### src/rtl/core/dspt_pkg.sv
// Package for the deck status packet tracker: constants, offsets and shared types.
// No dependencies.
package dspt_pkg;

  localparam int NumDecksDef = 6;
  localparam int MaxPacketBytesDef = 2048;

  localparam logic [15:0] StaleLimitRst   = 16'd10000;
  localparam logic [15:0] ReceiveLimitRst = 16'd5000;
  localparam logic [10:0] MinLengthRst    = 11'd164;
  localparam logic [7:0]  SubtypeRst      = 8'd3;

  localparam int OfsSubtype = 'h0a;
  localparam int OfsPlayer  = 'h21;
  localparam int OfsTrack   = 'h2c;
  localparam int OfsFlags   = 'h89;
  localparam int OfsBpm     = 'h92;
  localparam int FlagMaster  = 5;
  localparam int FlagPlaying = 6;
  localparam logic [15:0] AgeMax = 16'hffff;

  // Register indexes on the configuration port
  localparam logic [1:0] CfgStale   = 2'd0;
  localparam logic [1:0] CfgReceive = 2'd1;
  localparam logic [1:0] CfgMinLen  = 2'd2;
  localparam logic [1:0] CfgSubtype = 2'd3;

  localparam logic OpByte = 1'b0;
  localparam logic OpTick = 1'b1;

  function automatic logic [7:0] magic_byte(input logic [3:0] idx);
    logic [7:0] m;
    case (idx)
      4'd0: m = 8'h51;
      4'd1: m = 8'h73;
      4'd2: m = 8'h70;
      4'd3: m = 8'h74;
      4'd4: m = 8'h31;
      4'd5: m = 8'h57;
      4'd6: m = 8'h6d;
      4'd7: m = 8'h4a;
      4'd8: m = 8'h4f;
      4'd9: m = 8'h4c;
      default: m = 8'h00;
    endcase
    return m;
  endfunction

  // Classified item handed from front to back
  typedef struct packed {
    logic        tick;
    logic        commit;
    logic [2:0]  player;
    logic [31:0] track;
    logic [15:0] bpm;
    logic        playing;
    logic        master;
  } cmd_t;

endpackage

### src/rtl/core/dspt_front.sv
// Front part: byte capture at fixed offsets and the commit checks.
// Depends on dspt_pkg.
module dspt_front #(
  parameter int NUM_DECKS        = dspt_pkg::NumDecksDef,
  parameter int MAX_PACKET_BYTES = dspt_pkg::MaxPacketBytesDef
) (
  input  logic             clk,
  input  logic             rst_n,
  input  logic             take,
  input  logic             opcode,
  input  logic [7:0]       data_byte,
  input  logic             last_byte,
  input  logic [10:0]      min_len,
  input  logic [7:0]       subtype,
  output dspt_pkg::cmd_t   cmd
);
  import dspt_pkg::*;

  localparam int OW = $clog2(MAX_PACKET_BYTES);

  logic [OW-1:0] ofs_r, ofs_nxt;
  logic          magic_r, magic_nxt;
  logic          sub_r, sub_nxt;
  logic [7:0]    player_r, player_nxt;
  logic [31:0]   track_r, track_nxt;
  logic [15:0]   bpm_r, bpm_nxt;
  logic [7:0]    flags_r, flags_nxt;
  logic [OW:0]   length;
  logic          len_ok, pl_ok;

  // Capture of the current byte, combined with held values
  always_comb begin
    magic_nxt  = magic_r;
    sub_nxt    = sub_r;
    player_nxt = player_r;
    track_nxt  = track_r;
    bpm_nxt    = bpm_r;
    flags_nxt  = flags_r;
    if (ofs_r == '0) begin
      magic_nxt  = 1'b1;
      sub_nxt    = 1'b0;
      player_nxt = '0;
      track_nxt  = '0;
      bpm_nxt    = '0;
      flags_nxt  = '0;
    end
    if (ofs_r < OW'(10) && data_byte != magic_byte(ofs_r[3:0])) magic_nxt = 1'b0;
    if (ofs_r == OW'(OfsSubtype)) sub_nxt = (data_byte == subtype);
    if (ofs_r == OW'(OfsPlayer)) player_nxt = data_byte;
    if (ofs_r == OW'(OfsTrack))     track_nxt[31:24] = data_byte;
    if (ofs_r == OW'(OfsTrack + 1)) track_nxt[23:16] = data_byte;
    if (ofs_r == OW'(OfsTrack + 2)) track_nxt[15:8]  = data_byte;
    if (ofs_r == OW'(OfsTrack + 3)) track_nxt[7:0]   = data_byte;
    if (ofs_r == OW'(OfsFlags)) flags_nxt = data_byte;
    if (ofs_r == OW'(OfsBpm))     bpm_nxt[15:8] = data_byte;
    if (ofs_r == OW'(OfsBpm + 1)) bpm_nxt[7:0]  = data_byte;

    if (last_byte) ofs_nxt = '0;
    else if (ofs_r != OW'(MAX_PACKET_BYTES - 1)) ofs_nxt = ofs_r + 1'b1;
    else ofs_nxt = ofs_r;
  end

  // Commit checks on the last byte
  assign length = {1'b0, ofs_r} + 1'b1;
  assign len_ok = (12'(length) >= {1'b0, min_len});
  assign pl_ok  = (player_nxt != 8'd0) && (player_nxt <= 8'(NUM_DECKS));

  always_comb begin
    cmd         = '0;
    cmd.tick    = (opcode == OpTick);
    cmd.commit  = (opcode == OpByte) && last_byte && len_ok && magic_nxt && sub_nxt && pl_ok;
    cmd.player  = player_nxt[2:0];
    cmd.track   = track_nxt;
    cmd.bpm     = (bpm_nxt == 16'hffff) ? 16'd0 : bpm_nxt;
    cmd.playing = flags_nxt[FlagPlaying];
    cmd.master  = flags_nxt[FlagMaster];
  end

  always_ff @(posedge clk) begin
    if (!rst_n) begin
      ofs_r    <= '0;
      magic_r  <= 1'b1;
      sub_r    <= 1'b0;
      player_r <= '0;
      track_r  <= '0;
      bpm_r    <= '0;
      flags_r  <= '0;
    end else if (take && opcode == OpByte) begin
      ofs_r    <= ofs_nxt;
      magic_r  <= magic_nxt;
      sub_r    <= sub_nxt;
      player_r <= player_nxt;
      track_r  <= track_nxt;
      bpm_r    <= bpm_nxt;
      flags_r  <= flags_nxt;
    end
  end

endmodule

### src/rtl/core/dspt_queue.sv
// Two-entry queue between front and back parts.
// Depends on dspt_pkg.
module dspt_queue (
  input  logic           clk,
  input  logic           rst_n,
  input  logic           wr_en,
  input  dspt_pkg::cmd_t wr_cmd,
  output logic           full,
  output logic           rd_valid,
  input  logic           rd_en,
  output dspt_pkg::cmd_t rd_cmd
);
  import dspt_pkg::*;

  cmd_t       mem_r [2];
  logic       wp_r, rp_r;
  logic [1:0] cnt_r;

  assign full     = (cnt_r == 2'd2);
  assign rd_valid = (cnt_r != 2'd0);
  assign rd_cmd   = mem_r[rp_r];

  always_ff @(posedge clk) begin
    if (wr_en) mem_r[wp_r] <= wr_cmd;
  end

  always_ff @(posedge clk) begin
    if (!rst_n) begin
      wp_r  <= 1'b0;
      rp_r  <= 1'b0;
      cnt_r <= 2'd0;
    end else begin
      if (wr_en) wp_r <= ~wp_r;
      if (rd_en) rp_r <= ~rp_r;
      cnt_r <= cnt_r + {1'b0, wr_en} - {1'b0, rd_en};
    end
  end

endmodule

### src/rtl/core/dspt_back.sv
// Back part: deck table, ages, now-playing selection and output register.
// Depends on dspt_pkg.
module dspt_back #(
  parameter int NUM_DECKS = dspt_pkg::NumDecksDef
) (
  input  logic           clk,
  input  logic           rst_n,
  input  logic           q_valid,
  input  dspt_pkg::cmd_t q_cmd,
  output logic           q_pop,
  input  logic [15:0]    stale_lim,
  input  logic [15:0]    recv_lim,
  output logic           out_valid,
  input  logic           out_stall,
  output logic           out_now_valid,
  output logic [2:0]     out_now_deck,
  output logic [31:0]    out_now_track_id,
  output logic [15:0]    out_now_bpm_hundredths,
  output logic           out_receiving,
  output logic           out_packet_accepted
);
  import dspt_pkg::*;

  logic [31:0] trk_r [NUM_DECKS];
  logic [15:0] bpm_r [NUM_DECKS];
  logic [15:0] age_r [NUM_DECKS];
  logic [NUM_DECKS-1:0] play_r;
  logic [2:0]  mdeck_r;
  logic [15:0] page_r;

  logic [31:0] trk_n [NUM_DECKS];
  logic [15:0] bpm_n [NUM_DECKS];
  logic [15:0] age_n [NUM_DECKS];
  logic [NUM_DECKS-1:0] play_n;
  logic [2:0]  mdeck_n;
  logic [15:0] page_n;
  logic [2:0]  sel;
  logic        sel_ok;
  logic        ovalid_r;
  logic        go;

  assign go = q_valid && (!ovalid_r || !out_stall);
  assign q_pop = go;
  assign out_valid = ovalid_r;

  // Next deck state for the item at the queue head
  always_comb begin
    mdeck_n = mdeck_r;
    page_n  = page_r;
    play_n  = play_r;
    for (int i = 0; i < NUM_DECKS; i++) begin
      trk_n[i] = trk_r[i];
      bpm_n[i] = bpm_r[i];
      age_n[i] = age_r[i];
      if (q_cmd.tick && age_r[i] != AgeMax) age_n[i] = age_r[i] + 1'b1;
      if (q_cmd.commit && q_cmd.player == 3'(i + 1)) begin
        trk_n[i]  = q_cmd.track;
        bpm_n[i]  = q_cmd.bpm;
        play_n[i] = q_cmd.playing;
        age_n[i]  = '0;
      end
    end
    if (q_cmd.tick && page_r != AgeMax) page_n = page_r + 1'b1;
    if (q_cmd.commit) begin
      page_n = '0;
      if (q_cmd.master) mdeck_n = q_cmd.player;
    end
  end

  // Now-playing selection on the updated state
  always_comb begin
    sel = mdeck_n;
    if (sel == 3'd0) begin
      for (int i = NUM_DECKS - 1; i >= 0; i--)
        if (play_n[i] && trk_n[i] != '0) sel = 3'(i + 1);
    end
    sel_ok = 1'b0;
    for (int i = 0; i < NUM_DECKS; i++)
      if (sel == 3'(i + 1)) sel_ok = (trk_n[i] != '0) && (age_n[i] <= stale_lim);
  end

  always_ff @(posedge clk) begin
    if (!rst_n) begin
      for (int i = 0; i < NUM_DECKS; i++) begin
        trk_r[i] <= '0;
        bpm_r[i] <= '0;
        age_r[i] <= AgeMax;
      end
      play_r   <= '0;
      mdeck_r  <= '0;
      page_r   <= AgeMax;
      ovalid_r <= 1'b0;
    end else begin
      if (go) begin
        for (int i = 0; i < NUM_DECKS; i++) begin
          trk_r[i] <= trk_n[i];
          bpm_r[i] <= bpm_n[i];
          age_r[i] <= age_n[i];
        end
        play_r  <= play_n;
        mdeck_r <= mdeck_n;
        page_r  <= page_n;
      end
      if (go) ovalid_r <= 1'b1;
      else if (!out_stall) ovalid_r <= 1'b0;
    end
  end

  // Result register
  always_ff @(posedge clk) begin
    if (go) begin
      out_now_valid       <= sel_ok;
      out_now_deck        <= sel_ok ? sel : 3'd0;
      out_now_track_id    <= '0;
      out_now_bpm_hundredths <= '0;
      for (int i = 0; i < NUM_DECKS; i++)
        if (sel_ok && sel == 3'(i + 1)) begin
          out_now_track_id       <= trk_n[i];
          out_now_bpm_hundredths <= bpm_n[i];
        end
      out_receiving       <= (page_n < recv_lim);
      out_packet_accepted <= q_cmd.commit;
    end
  end

endmodule

### src/rtl/core/deck_status_packet_tracker.sv
// Top level of the deck status packet tracker: config registers, front, queue, back.
// Depends on dspt_pkg, dspt_front, dspt_queue, dspt_back.
//
//  channel | ports                                   | direction
//  in      | in_valid/in_stall, opcode, byte, last   | item in
//  out     | out_valid/out_stall, six result fields  | item out
//  cfg     | cfg_we, cfg_index, cfg_data             | register write
//
// One item per cycle unless out_stall or a full queue holds it off: capture, then deck
// update into the result register. A two-entry queue between capture and deck table
// lets the front keep accepting while a result waits; in_stall rises when it is full.
// Synchronous active-low reset clears the capture state, deck table and ages.
module deck_status_packet_tracker #(
  parameter int NUM_DECKS        = dspt_pkg::NumDecksDef,
  parameter int MAX_PACKET_BYTES = dspt_pkg::MaxPacketBytesDef
) (
  input  logic        clk,
  input  logic        rst_n,
  input  logic        in_valid,
  output logic        in_stall,
  input  logic        in_opcode,
  input  logic [7:0]  in_data_byte,
  input  logic        in_last_byte,
  output logic        out_valid,
  input  logic        out_stall,
  output logic        out_now_valid,
  output logic [2:0]  out_now_deck,
  output logic [31:0] out_now_track_id,
  output logic [15:0] out_now_bpm_hundredths,
  output logic        out_receiving,
  output logic        out_packet_accepted,
  input  logic        cfg_we,
  input  logic [1:0]  cfg_index,
  input  logic [15:0] cfg_data
);
  import dspt_pkg::*;

  logic [15:0] stale_r, recv_r;
  logic [10:0] minlen_r;
  logic [7:0]  sub_r;
  logic        take, full, q_valid, q_pop;
  cmd_t        f_cmd, q_cmd;

  // Configuration registers
  always_ff @(posedge clk) begin
    if (!rst_n) begin
      stale_r  <= StaleLimitRst;
      recv_r   <= ReceiveLimitRst;
      minlen_r <= MinLengthRst;
      sub_r    <= SubtypeRst;
    end else if (cfg_we) begin
      unique case (cfg_index)
        CfgStale:   stale_r  <= cfg_data;
        CfgReceive: recv_r   <= cfg_data;
        CfgMinLen:  minlen_r <= cfg_data[10:0];
        CfgSubtype: sub_r    <= cfg_data[7:0];
        default: ;
      endcase
    end
  end

  assign in_stall = full;
  assign take = in_valid && !full;

  dspt_front #(.NUM_DECKS(NUM_DECKS), .MAX_PACKET_BYTES(MAX_PACKET_BYTES)) u_front (
    .clk, .rst_n, .take,
    .opcode(in_opcode), .data_byte(in_data_byte), .last_byte(in_last_byte),
    .min_len(minlen_r), .subtype(sub_r), .cmd(f_cmd)
  );

  dspt_queue u_queue (
    .clk, .rst_n, .wr_en(take), .wr_cmd(f_cmd), .full,
    .rd_valid(q_valid), .rd_en(q_pop), .rd_cmd(q_cmd)
  );

  dspt_back #(.NUM_DECKS(NUM_DECKS)) u_back (
    .clk, .rst_n, .q_valid, .q_cmd, .q_pop,
    .stale_lim(stale_r), .recv_lim(recv_r),
    .out_valid, .out_stall, .out_now_valid, .out_now_deck, .out_now_track_id,
    .out_now_bpm_hundredths, .out_receiving, .out_packet_accepted
  );

`ifndef SYNTHESIS
  // A stalled result keeps its payload
  a_hold: assert property (@(posedge clk) disable iff (!rst_n)
    out_valid && out_stall |=> out_valid && $stable(out_now_track_id))
    else $error("result changed under stall");
  // A valid now-playing report names a deck
  a_deck: assert property (@(posedge clk) disable iff (!rst_n)
    out_valid && out_now_valid |-> out_now_deck != 3'd0)
    else $error("valid report without deck");
  // Accepted packets make the block receiving unless the receive limit is zero
  a_recv: assert property (@(posedge clk) disable iff (!rst_n)
    out_valid && out_packet_accepted && recv_r != 16'd0 |-> out_receiving)
    else $error("accepted packet not receiving");
`endif

endmodule

### config.mk
export PLATFORM = sky130hd
export DESIGN_NAME = deck_status_packet_tracker
export DESIGN_NICKNAME = d
export VERILOG_FILES = /design/src/rtl/core/dspt_pkg.sv /design/src/rtl/core/dspt_front.sv /design/src/rtl/core/dspt_queue.sv /design/src/rtl/core/dspt_back.sv /design/src/rtl/core/deck_status_packet_tracker.sv
export SDC_FILE = /design/constraint.sdc
export NUM_CORES = 2
export LEC_CHECK = 0
export BUFFER_PORTS_ARGS = -buffer_cell sky130_fd_sc_hd__buf_2
export CAP_MARGIN = 40
export CORE_MARGIN = 2
export CORE_UTILIZATION = 30
export CTS_CLUSTER_DIAMETER = 200
export DETAILED_ROUTE_END_ITERATION = 12
export PLACE_DENSITY = 0.49
export SYNTH_ARGS = -nofsm -noshare
export SYNTH_HDL_FRONTEND = slang
export SYNTH_SLANG_ARGS = --single-unit
### constraint.sdc
create_clock -name clk -period 10.6 [get_ports clk]
set_input_delay 1.06 -clock clk [delete_from_list [all_inputs] [get_ports clk]]
set_output_delay 1.06 -clock clk [all_outputs]
set_load 0.005 [all_outputs]
; Yosys cells after proc, flatten, opt, wreduce, memory -nomap -nowiden
; Memory sizes are Yosys's and may differ from the RTL's. A register that Yosys moved wholly into a read port is not among the register bits.
; Index checks and enable logic that the tools add are counted.
[op_classes]
addsub = 11
n_lt_le_gt_ge = 10
n_eq_ne = 37
mux = 108
n_bitwise = 21
n_reduce_logical = 62
[op_table]
columns = op, count
row1 = 16-bit two-way mux, 40
row2 = 32-bit two-way mux, 19
row3 = 32-bit nonzero test, 6
row4 = 16-bit by 1-bit adder with 16-bit output (second input constant), 7
row5 = 16-bit != test (second input constant), 7
row6 = 16-bit <= comparator, 6
row7 = 8-bit two-way mux, 8
row8 = 11-bit by 6-bit == test with 1-bit output (second input constant), 5
row9 = 1-bit logical AND, 41
row10 = 11-bit by 8-bit == test with 1-bit output (second input constant), 3
row11 = 3-bit two-way mux, 9
row12 = 1-bit two-way mux, 26
row13 = 11-bit two-way mux, 2
row14 = 3-bit == test (second input constant), 6
row15 = 1-bit bitwise OR, 18
row16 = 16-bit == test (second input constant), 1
row17 = 16-bit less-than comparator, 1
row18 = 7-bit two-way mux, 2
row19 = 11-bit by 1-bit adder with 12-bit output (second input constant), 1
row20 = 3-bit by 2-bit == test with 1-bit output (second input constant), 4
row21 = 12-bit by 11-bit greater-or-equal comparator with 1-bit output, 1
row22 = 11-bit by 1-bit adder with 11-bit output (second input constant), 1
row23 = 11-bit by 4-bit == test with 1-bit output (second input constant), 1
row24 = 11-bit logical NOT, 1
row25 = 20 further kinds, 33
[totals]
regBits = 206
ram_bits = 494
romBits = 112
in_bits = 33
elab_cells = 278
n_memories = 5
[memory_table]
columns = name, depth, word_bits, rd, rd_clocked_by_memory_dff, write_ports, line_no
row1 = u_back.trk_r, 6, 32, 6, 0, 6, dspt_back.sv:24  ; logic [31:0] trk_r [NUM_DECKS];
row2 = (no name shown), 16, 7, 1, 1, 0, dspt_pkg.sv:33  ; case (idx)
row3 = u_queue.mem_r, 2, 55, 1, 1, 1, dspt_queue.sv:15  ; cmd_t mem_r [2];
row4 = u_back.age_r, 6, 16, 6, 0, 6, dspt_back.sv:26  ; logic [15:0] age_r [NUM_DECKS];
row5 = u_back.bpm_r, 6, 16, 6, 0, 6, dspt_back.sv:25  ; logic [15:0] bpm_r [NUM_DECKS];

; Logic depth before layout (Yosys ltp)
[logic_depth]
ltp_word = 26
mapped_depth = 26

; Hierarchy
; A second synthesis with hierarchy kept.
[unflattened]
hier_cells = 3865
hier_area_um2 = 39106.3
[by_module_without_submodules]
columns = module, n_inst, cells_per_inst, area_per_inst_um2
row1 = dspt_back, 1, 2827, 27724.1
row2 = dspt_front, 1, 640, 4897.2
row3 = dspt_queue, 1, 192, 4449.3
row4 = deck_status_packet_tracker, 1, 206, 2035.7

; Least setup slack after synthesis
; Ideal clock, no wire load.
[synth_path]
path_type = in2reg
startpoint = input port out_stall
endpoint = memory u_back.age_r[0][0], enable pin
t_arrival_ps = 7841
slack_ps = -38
path_stages = 4
n_path_buf = 1
path_cell_list = nand2_1 -> o21ai_1 -> clkbuf_1 -> nand2_1
[synth_rtl]
columns = element, line_no
row1 = "start, declared", deck_status_packet_tracker.sv:25  ; input logic out_stall,
row2 = "end, declared", dspt_back.sv:26

==> results.ini <==
[detailed_routing]
drt_iter0_markers = 2760
via_per_inst = 5.266
detail-route-antenna-nets = 0
drtPass1Iterations = 6
drt_wl_total_um = 118000
avgRoutedWirePerCell_um = 20.80
drc = 0
vias = 29870

[critical_path]
required_ps = 11120
crit_arrival_ps = 6620
critPathMaxFanout = 50
cp-start-kind = flip-flop
endpoint_kind = flip-flop
crit_type = flip-flop to flip-flop

[synth]
ys.flop_type = edfxtp_1
yosysWarnings = 0
syn_area_um2 = 38110
synthCells = 3962
ys_seq_elements = 708
syn_nets = 4136
synth_cell_types = 79
synthArstFlopShare_pct = 0
yosysSeqAreaShare_pct = 51.58
synth_enable_flop_cells = 548
synth_top_cell_by_area = edfxtp_1
ys_top_cells_by_area = edfxtp_1 43%, dfxtp_1 8.4%, nor2_1 6.3%
syn_avg_cell_area_um2 = 9.620
netlist.area_leader.share_pct = 43.18

[sta]
worst_slack_ps = 4499
finalClockSkew_ps = 50.16
finalWorstPathRequiredPeriod_ps = 6101
tightest_slew_ps = 1104
hold_viol = 0
finalSetupViolations = 0
grt_setup_unrepaired = no
final.setup.tns_ps = 0
timing.slew.headroom_pct = 25.72
fin_crit_sh_pct = 57.55
final-max-slew-violation-count = 0
fmaxAchievable_ghz = 0.1639

[place]
numPortBuffers = 88
gp_congestion = 0.8451
placed_area_um2 = 40510
pre_cts_slack_ps = 4539
dp_hpwl_um = 77420

[power_and_ir_drop]
swShare_pct = 39.41
p_int_uw = 7125
total_leakage_power_uw = 0.01489
pwr-share-comb_pct = 38.2
p_seq_share_pct = 37.2
power.density_nw_per_um2 = 271.9
p_clk_share_pct = 24.6
ir_worst_vdd_mv = 0.1777
switching_power_uw = 4635

[die]
rows = 130
die_area_um2 = 129900
dieWidth_um = 360.4
core_um2 = 125900
ios = 89
fp.dieH_um = 360.4
initial_utilization_pct = 30.27

[cells_and_area]
nets = 4124
area_delta_synth_final_pct = 13.49
final_common_cell = nor2_1
fin_area_um2 = 43250
drive_above_1_share_pct = 8.783
utilization_pct = 34.36
final_cell_mix = 640 x nor2_1, 548 x edfxtp_1, 411 x nand2_1

[clock_tree]
h-tree-depth = 3
postCtsSetupRepairBufs = 0
post_cts_resized = 0
cts.hold.buffers_added = 0
cts_max_path_buffers = 3
cts_buffers = 84
cts_root_buffer = clkbuf_16
numClockSinks = 708
insertion_delay_ps = 690
cts_tree = built
clk_pin_slew_ps = 60

[global_routing]
grt_pass1_wl_um = 178800
grt_max_degree = 194
antenna_found_initial = 11
overflow = 0
grt_usage_pct = 17.73
first_global_vias = 28610

[flow_run]
cap_violations = 0

[worst_hold_path]
hold_path.class = flip-flop to flip-flop

[run_status]
status = completed

## cells by family (layout without fill, tap and decap cells)
logic type      count (synthesis)  in the layout  synth area share, %
simple gates                 1653           1653                20.24
compound gates                895            895                14.52
flops                         708            708                51.58
buf+inv                       337            394                3.463
fa+ha+maj                     141            141                4.629
xor+xnor                      132            132                3.033
mux                            96             96                2.534
other cells                     0              3                    0
## per-stage QoR
stage / std cells / power (uW) / hold WS [ps]
after global routing: 5671 / 12560 / 469.6
after detailed placement: 5514 / 8898 / 444.9
final: 5672 / 11760 / 452.7
after global placement: 5488 / 8821 / 441.6
after floorplan: 3962 / 7409 / 432.9
after CTS: 5669 / 11840 / 454.3
## metal layers
metal | share of wire, % | global-route usage, %
met3 | 6.2 | 3.645
met1 | 48 | 25.48
met2 | 44 | 26.85
met4 | 2.3 | 4.939
met5 | 0.068 | 0
## worst max-delay path: stages (launching register included)
cell and delay, ps:
dfxtp_4 730, mux2i_1 160, buf_4 200, a41oi_1 540
and4_1 330, and2_1 260, nand4_1 140, xor2_1 210
nor2_1 70, ha_1 320, and4_1 200, nand2_1 70
or4_1 520, a221o_1 420, nor3_2 140, buf_4 640
nor2_4 260, buf_4 370, a41oi_1 230
## path summary, 6_finish.rpt
kind / start / to / slack (ps) / cells after the start
max: flip-flop / u_back.out_now_track_id[1] / 4500 / 18
min: recv_r[0] / recv_r[0] / 450 / 2
max reg2reg: flip-flop / u_back.out_now_track_id[1] / 4500 / 18
min reg2reg: recv_r[0] / recv_r[0] / 450 / 2
## final cells by class
class | count | area [um2]
fillers | 12900 | 82640
flip-flops and latches | 708 | 19660
multi-input cells | 2917 | 17330
clock buffers | 104 | 2270
well taps | 1650 | 2064
repair buffers | 166 | 1171
clock inverters | 51 | 467.9
inverters | 73 | 279.0
diodes | 3 | 7.507
## power groups by stage
stage | clock network, uW | logic (uW) | registers [uW]
floorplan | 0 | 3080 | 4330
global placement | 0 | 4390 | 4430
detailed placement | 0 | 4470 | 4430
finish | 2900 | 4490 | 4380
CTS | 2970 | 4490 | 4380
global route | 3080 | 5030 | 4450
## flip-flops by register name (all words and copies together) (netlist names), 32 cells and up, named ones only
signal                   flops
u_back.trk_r               192
u_queue.mem_r              110
u_back.age_r                96
u_back.bpm_r                96
u_back.out_now_track_id     32
u_front.track_r             32
## synthesized netlist by cell type (71+ instances only)
master	instances
a21oi_1	220
nand4_1	71
dfxtp_1	160
inv_1	73
edfxtp_1	548
o21ai_0	333
mux2i_1	92
nand2_1	414
nor3_1	90
ha_1	141
clkbuf_1	225
nor2_1	644
xor2_1	74
and2_1	79
(Power assumes the default switching activity.)
